===== config.mk =====
export PLATFORM = sky130hd
export DESIGN_NAME = cl3_gp_accum
export DESIGN_NICKNAME = d
export VERILOG_FILES = /design/src/hdl/cl3_geometric_product_unit_assert.svh /design/src/hdl/cl3_gp_pkg.sv /design/src/hdl/cl3_gp_accum.sv
export SDC_FILE = /design/constraint.sdc
export NUM_CORES = 1
export LEC_CHECK = 0
export BUFFER_PORTS_ARGS = -buffer_cell sky130_fd_sc_hd__buf_2
export CAP_MARGIN = 20
export CORE_MARGIN = 1
export CORE_UTILIZATION = 55
export DETAILED_ROUTE_END_ITERATION = 8
export PLACE_DENSITY_LB_ADDON = 0.08
export REMOVE_ABC_BUFFERS = 1
export SETUP_SLACK_MARGIN = 0.02
export SYNTH_ARGS = -nofsm -noshare
export SYNTH_HDL_FRONTEND = slang
export SYNTH_SLANG_ARGS = --single-unit

===== constraint.sdc =====
create_clock -name vclk -period 16.54
set_input_delay 2.481 -clock vclk [all_inputs]
set_output_delay 2.481 -clock vclk [all_outputs]
set_load 0.02 [all_outputs]

===== src/hdl/cl3_geometric_product_unit_assert.svh =====
// Assertion macros for the Cl(3,0) geometric product unit.
// Each macro expects i_clk and i_rst_n in scope.
`ifndef CL3_GEOMETRIC_PRODUCT_UNIT_ASSERT_SVH
`define CL3_GEOMETRIC_PRODUCT_UNIT_ASSERT_SVH

`ifndef NO_ASSERTIONS

// Same-cycle implication.
`define CL3_GPU_ASSERT_IMP(lbl, ante, cons) \
    lbl: assert property (@(posedge i_clk) disable iff (!i_rst_n) (ante) |-> (cons)) \
        else $error("cl3 geometric product unit: same-cycle check failed");

// Next-cycle implication.
`define CL3_GPU_ASSERT_NXT(lbl, ante, cons) \
    lbl: assert property (@(posedge i_clk) disable iff (!i_rst_n) (ante) |=> (cons)) \
        else $error("cl3 geometric product unit: next-cycle check failed");

`else

`define CL3_GPU_ASSERT_IMP(lbl, ante, cons)
`define CL3_GPU_ASSERT_NXT(lbl, ante, cons)

`endif

`endif


===== src/hdl/cl3_gp_pkg.sv =====
package cl3_gp_pkg;

    localparam int FRAC_BITS = 8;
    localparam int COMP_W    = 16;
    localparam int NUM_BLADE = 8;
    localparam int LANES     = 4;
    localparam int PROD_W    = 2 * COMP_W;
    // eight products of up to 2**30 in magnitude, plus sign
    localparam int SUM_W     = PROD_W + 3;

    typedef struct packed {
        logic [63:0] left_low;
        logic [63:0] left_high;
        logic [63:0] right_low;
        logic [63:0] right_high;
    } t_gp_in;

    typedef struct packed {
        logic signed [COMP_W-1:0] prod_scalar;
        logic signed [COMP_W-1:0] prod_e1;
        logic signed [COMP_W-1:0] prod_e2;
        logic signed [COMP_W-1:0] prod_e3;
        logic signed [COMP_W-1:0] prod_e12;
        logic signed [COMP_W-1:0] prod_e23;
        logic signed [COMP_W-1:0] prod_e13;
        logic signed [COMP_W-1:0] prod_e123;
    } t_gp_out;

    // blade index: 0 s, 1 e1, 2 e2, 3 e3, 4 e12, 5 e23, 6 e13, 7 e123
    typedef struct packed {
        logic [2:0] left;
        logic [2:0] right;
        logic       neg;
    } t_gp_term;

    localparam t_gp_term GP_TABLE [NUM_BLADE][NUM_BLADE] = '{
        '{'{3'd0, 3'd0, 1'b0}, '{3'd1, 3'd1, 1'b0}, '{3'd2, 3'd2, 1'b0}, '{3'd3, 3'd3, 1'b0},
          '{3'd4, 3'd4, 1'b1}, '{3'd5, 3'd5, 1'b1}, '{3'd6, 3'd6, 1'b1}, '{3'd7, 3'd7, 1'b1}},
        '{'{3'd0, 3'd1, 1'b0}, '{3'd1, 3'd0, 1'b0}, '{3'd2, 3'd4, 1'b1}, '{3'd4, 3'd2, 1'b0},
          '{3'd3, 3'd6, 1'b1}, '{3'd6, 3'd3, 1'b0}, '{3'd5, 3'd7, 1'b1}, '{3'd7, 3'd5, 1'b1}},
        '{'{3'd0, 3'd2, 1'b0}, '{3'd2, 3'd0, 1'b0}, '{3'd1, 3'd4, 1'b0}, '{3'd4, 3'd1, 1'b1},
          '{3'd3, 3'd5, 1'b1}, '{3'd5, 3'd3, 1'b0}, '{3'd6, 3'd7, 1'b0}, '{3'd7, 3'd6, 1'b0}},
        '{'{3'd0, 3'd3, 1'b0}, '{3'd3, 3'd0, 1'b0}, '{3'd1, 3'd6, 1'b0}, '{3'd6, 3'd1, 1'b1},
          '{3'd2, 3'd5, 1'b0}, '{3'd5, 3'd2, 1'b1}, '{3'd4, 3'd7, 1'b1}, '{3'd7, 3'd4, 1'b1}},
        '{'{3'd0, 3'd4, 1'b0}, '{3'd4, 3'd0, 1'b0}, '{3'd1, 3'd2, 1'b0}, '{3'd2, 3'd1, 1'b1},
          '{3'd3, 3'd7, 1'b0}, '{3'd7, 3'd3, 1'b0}, '{3'd5, 3'd6, 1'b0}, '{3'd6, 3'd5, 1'b1}},
        '{'{3'd0, 3'd5, 1'b0}, '{3'd5, 3'd0, 1'b0}, '{3'd2, 3'd3, 1'b0}, '{3'd3, 3'd2, 1'b1},
          '{3'd1, 3'd7, 1'b0}, '{3'd7, 3'd1, 1'b0}, '{3'd6, 3'd4, 1'b0}, '{3'd4, 3'd6, 1'b1}},
        '{'{3'd0, 3'd6, 1'b0}, '{3'd6, 3'd0, 1'b0}, '{3'd1, 3'd3, 1'b0}, '{3'd3, 3'd1, 1'b1},
          '{3'd2, 3'd7, 1'b1}, '{3'd7, 3'd2, 1'b1}, '{3'd4, 3'd5, 1'b0}, '{3'd5, 3'd4, 1'b1}},
        '{'{3'd0, 3'd7, 1'b0}, '{3'd7, 3'd0, 1'b0}, '{3'd3, 3'd4, 1'b0}, '{3'd4, 3'd3, 1'b0},
          '{3'd1, 3'd5, 1'b0}, '{3'd5, 3'd1, 1'b0}, '{3'd2, 3'd6, 1'b1}, '{3'd6, 3'd2, 1'b1}}
    };

    function automatic logic signed [COMP_W-1:0] get_lane(
        input logic [LANES*COMP_W-1:0] word,
        input logic [1:0]              idx
    );
        get_lane = $signed(word[idx*COMP_W +: COMP_W]);
    endfunction

endpackage


===== src/hdl/cl3_gp_accum.sv =====
// Signed sum of one component's eight products, floor shift and saturation.
module cl3_gp_accum (
    input  logic [cl3_gp_pkg::NUM_BLADE-1:0][cl3_gp_pkg::PROD_W-1:0] i_prod,
    input  logic [cl3_gp_pkg::NUM_BLADE-1:0]                         i_neg,
    output logic signed [cl3_gp_pkg::COMP_W-1:0]                     o_value
);
    import cl3_gp_pkg::*;

    localparam logic signed [SUM_W-1:0] SAT_MAX = SUM_W'(32'sd32767);
    localparam logic signed [SUM_W-1:0] SAT_MIN = SUM_W'(-32'sd32768);

    logic signed [SUM_W-1:0] w_sum;
    logic signed [SUM_W-1:0] w_shift;

    always_comb begin
        logic signed [SUM_W-1:0] term;
        w_sum = '0;
        for (int j = 0; j < NUM_BLADE; j++) begin
            term = SUM_W'($signed(i_prod[j]));
            if (i_neg[j]) begin
                w_sum = w_sum - term;
            end else begin
                w_sum = w_sum + term;
            end
        end
    end

    // arithmetic shift rounds toward minus infinity
    assign w_shift = w_sum >>> FRAC_BITS;

    always_comb begin
        if (w_shift > SAT_MAX) begin
            o_value = SAT_MAX[COMP_W-1:0];
        end else if (w_shift < SAT_MIN) begin
            o_value = SAT_MIN[COMP_W-1:0];
        end else begin
            o_value = w_shift[COMP_W-1:0];
        end
    end

endmodule


==> results.md, run 1 <==
- Status: finished with violations
- Violations in the final reports: negative setup slack
- Max Freq: 0.0571 GHz
- Hold Vio Cnt, Final: 0
- Share of the clock period used by the worst path: 1.06
- RSZ-0062 raised after global routing: yes
- Cell area after synthesis: between 15,000 and 20,000 µm²
- Residual DRC count: 0
- Cells after synthesis: 2,467
- Slew Limit Fails: 0
- Post-DP HPWL: just over 50,000 µm
- Fill cells: 2,233
- Nets: 3,766
- Critical path launch point type: primary input
- Initial Utilization: 0.563
- Setup CP Type: primary input to output port
- Max_slew headroom: 0.323
- Die ar.: 31,200 µm²
- Drt first pass iters: 6
- Slowest CP cell: a2111o_1
- CP peak stage delay: 0.48 ns
- Worst-margin pin slew: 1.01 ns
- Iteration-0 DRC Markers: 1,457
- Final setup viols: 16
- Final min period: 17.52 ns
- Post-synth cell types: 75
- Yosys top cell area share: 0.192
- Commonest cells after routing, fill and taps aside: 531 x buf_4, 363 x xnor2_1, 281 x nor2_1
- Post-Syn Area per Cell: roughly 6.8 µm²
- Reg area: 0 µm²
- Initial antenna violation count: 14
- Number of port buffers: 280
- Hold_buf cts: 0
- Routed Antenna Nets: 0
- Routed len/inst: about 18 µm
- First-pass GRT wire length: 98,100 µm
- Die Span X: ~180 µm
- Sequential area share after synthesis: 0
- Total GRT Usage: 0.377
- Vias: 21,800
- Vias/cell: about 6
- CP Max Fanout: 8
- Worst setup EP type: output port
- Rows: 63
- Most common cell after layout, fill and taps aside: buf_4
- Max_cap viols: 0
- Pre-CTS setup slack: -1.42 ns
- Die Y: 177 µm
- GP Congestion: slightly below 1
- Area of the core: slightly below 30,000 µm²
- Ys Warns: 0
- CP Data Required Time: 14.06 ns
- Ports: 280
- Final wirelength: roughly 64,000 µm
- Seq cells: 0
- Area grow syn2layout: 40.5%
- Hold Crit Class: primary input to output port
- CLK BUF: 0
- Layout cells sized above 1: 0.304
- Synth area leaders: xnor2_1 19%, ha_1 18%, a21oi_1 8.5%
- Vias in the first global route: 21,000
- Largest net degree at the start of global routing: 35
- WHS Path Cells: 6
- Final setup margin: -0.980 ns
- CP Data Arrival Time: 15.04 ns
- Most frequent CP cell: a21o_1
- Total congestion overflow: 0
- Largest area contributor in the netlist: xnor2_1
synth_stat cells (all sizes together), types with 26 or more instances:
master / n
xor2: 63
nand3: 42
nor2: 297
xnor2: 368
nand2: 143
or3: 26
clkbuf: 39
a31oi: 32
inv: 114
a21o: 126
nor2b: 43
a21oi: 284
nor3: 84
o21a: 41
o21ai: 122
nor4: 49
ha: 245
nand2b: 43
metal layers:
metal,vias to the layer above,GRT usage,wire length (µm)
li1,10600,-,-
met1,10100,0.450,26300
met2,909,0.685,30100
met3,244,0.0396,4220
met4,0,0.149,3290
met5,-,0,0
timing repair:
action | in CTS | in global routing
buffers inserted | 47 | 16
pin swaps | 111 | 63
setup endpoints to repair | 16 | 16
gates cloned | 2 | 0
resized for setup | 168 | 81
path summary, 6_finish.rpt:
kind | slack, ns | to | start
worst max-delay path | -0.98 | o_value[4] | i_prod[2]
worst min-delay path | 5.78 | o_value[2] | i_prod[234]
stage by stage:
stage / instances / hold slack [ns] / area (µm²) / setup TNS [ns] / util
2_1_floorplan: 2424 / 5.49 / 16600 / -9.13 / -
3_3_place_gp: 3576 / 5.73 / 22100 / -15.96 / 0.742
3_5_place_dp: 3576 / 5.75 / 22100 / -22.11 / 0.742
4_1_cts: 3624 / 5.75 / 23100 / -5.73 / 0.776
5_1_grt: 3651 / 5.79 / 23600 / -24.04 / 0.791
6_report: 3652 / 5.78 / 23600 / -14.83 / 0.791
kinds of logic (layout without fill, tap and decap cells):
group | after synthesis | count (layout) | synth area share
buffers and inverters | 157 | 938 | 0.0357
and+or+nand+nor | 841 | 841 | 0.247
other | 0 | 13 | 0
xor gates and xnor gates | 433 | 433 | 0.228
muxes | 18 | 18 | 0.0111
adders and majority gates | 251 | 251 | 0.190
AOI/OAI and AO/OA | 767 | 768 | 0.289
area by class of cell:
type,instances,area [µm²],share of cell area
diodes,13,32.5,0.00138
inverters,114,428,0.0182
multi-input cells,2311,16900,0.718
well taps,390,488,0.0207
repair buffers,824,5690,0.241
critical path, delay by kind of cell:
family / cells / cell delay (ns)
simple gates: 20 / 3.32
compound gates: 27 / 5.04
xor+xnor: 7 / 1.12
buf+inv: 7 / 0.93
fa+ha+maj: 7 / 2.12
Power of run 1 is left out: the tool's default activity adds up to more than one toggle a clock period on the data nets, which glitch-free logic cannot reach.
==> run 2, diff against run 1 <==
--- a/config.mk
+++ b/config.mk
@@ -10,8 +10,8 @@
 export CORE_MARGIN = 1
 export CORE_UTILIZATION = 55
 export DETAILED_ROUTE_END_ITERATION = 8
+export MAX_ROUTING_LAYER = met4
 export PLACE_DENSITY_LB_ADDON = 0.08
-export REMOVE_ABC_BUFFERS = 1
 export SETUP_SLACK_MARGIN = 0.02
 export SYNTH_ARGS = -nofsm -noshare
 export SYNTH_HDL_FRONTEND = slang
==> results.md, run 2 (synthesis results as in run 1) <==
- Status: finished with violations
- Violations in the final reports: negative setup slack
- Post-Syn Nets: 2,982
- Critical path launch point type: primary input
- Vias in the first global route: 20,000 (-4.6%)
- Pre-CTS setup slack: -0.889 ns (+0.529 ns)
- Final wirelength: 61,000 µm (-4.7%)
- Area of the core: 29,800 µm² (unchanged)
- CP Data Required Time: 14.06 ns (about the same)
- CP Data Arrival Time: 14.76 ns (-0.28 ns)
- Nets: 3,722 (-1.2%)
- Worst-margin pin slew: 0.956 ns (-0.0498 ns)
- Initial Utilization: 0.563 (unchanged)
- Slowest CP cell: o41a_1
- Initial antenna violation count: 9 (-5)
- Die Y: 177 µm (unchanged)
- Max_slew headroom: 0.356 (+0.0335)
- Post-DP Area: 22,000 µm² (-0.74%)
- Hold Vio Cnt, Final: 0 (unchanged)
- Total congestion overflow: 0 (unchanged)
- CLK BUF: 0 (unchanged)
- Iteration-0 DRC Markers: 1,464 (+0.48%)
- Area grow syn2layout: 38.1%
- Most common cell after layout, fill and taps aside: buf_4
- Hold Crit Class: primary input to output port
- Die Span X: 177 µm (unchanged)
- Design Area, Final: 23,200 µm² (-1.7%)
- Post-DP HPWL: 49,900 µm (-0.83%)
- Setup CP Type: primary input to output port
- Total GRT Usage: 0.370 (-0.00710)
- Die ar.: 31,200 µm² (unchanged)
- Drt first pass iters: 6 (unchanged)
- First-pass GRT wire length: 93,200 µm (-5.0%)
- Routed len/inst: 16.9 µm (-3.5%)
- Final setup viols: 16 (unchanged)
- Routed Antenna Nets: 0 (unchanged)
- Rows: 63 (unchanged)
- Ports: 280 (unchanged)
- Largest net degree at the start of global routing: 35 (unchanged)
- Reg area: 0 µm² (unchanged)
- Final min period: 17.25 ns (-0.274 ns)
- Vias/cell: 5.87 (-1.7%)
- Hold_buf cts: 0 (unchanged)
- Slew Limit Fails: 0 (unchanged)
- Seq cells: 0 (unchanged)
- Worst setup EP type: output port
- Layout cells sized above 1: 0.295 (-0.00831)
- GP Congestion: 0.989 (-0.23%)
- Final setup margin: -0.706 ns (+0.274 ns)
- Number of port buffers: 280 (unchanged)
- Max_cap viols: 0 (unchanged)
- Share of the clock period used by the worst path: 1.04 (-0.0165)
- Vias: 21,200 (-3.0%)
- Commonest cells after routing, fill and taps aside: 495 x buf_4, 359 x xnor2_1, 285 x nor2_1
- CP peak stage delay: 0.49 ns (about the same)
- Max Freq: 0.0580 GHz (+1.6%)
- CP Max Fanout: 8 (unchanged)
- Residual DRC count: 0 (unchanged)
- RSZ-0062 raised after global routing: yes
## run 2: what timing repair did
action	4_1_cts	5_1_grt
gates resized for setup	82	132
setup buffers	25	25
pin swaps	46	96
endpoints found under the setup margin	16	16
gates cloned	1	0
## run 2: final cells by class
class                      instances  area (µm²)
multi-input combinational       2310       16900
fill                            2308        6630
timing repair buffer             781        5290
tap                              390         488
inverter                         114         428
antenna                           12        30.0
## run 2: worst max-delay path, delay by kind of cell
family | cells | cell delay (ns)
compound gates | 25 | 4.97
xor+xnor | 5 | 0.87
fa+ha+maj | 7 | 1.99
buf+inv | 10 | 1.50
mux | 1 | 0.16
simple gates | 20 | 2.75
## run 2: path summary, 6_finish.rpt
path	start	end	slack [ns]	cells after the start
worst max-delay path	i_prod[2]	o_value[2]	-0.71	68
worst min-delay path	i_prod[232]	o_value[0]	5.73	6
## run 2: metal layers
layer | up-vias | GRT usage | wire length [µm]
met5 | - | - | 0
met4 | 0 | 0.105 | 1890
met3 | 138 | 0.0166 | 3030
met2 | 731 | 0.668 | 30000
met1 | 9846 | 0.443 | 26100
li1 | 10500 | - | -
## run 2: per-stage QoR
stage	hold WS, ns	utilization	TNS (ns)	std cells
after global routing	5.78	0.777	-19.89	3604
final	5.73	0.777	-10.21	3607
after CTS	5.73	0.752	-5.68	3570
after global placement	5.74	0.737	-9.53	3544
after floorplan	5.49	-	0	2467
after detailed placement	5.74	0.737	-13.53	3544
Power of run 2 is left out for the same reason.
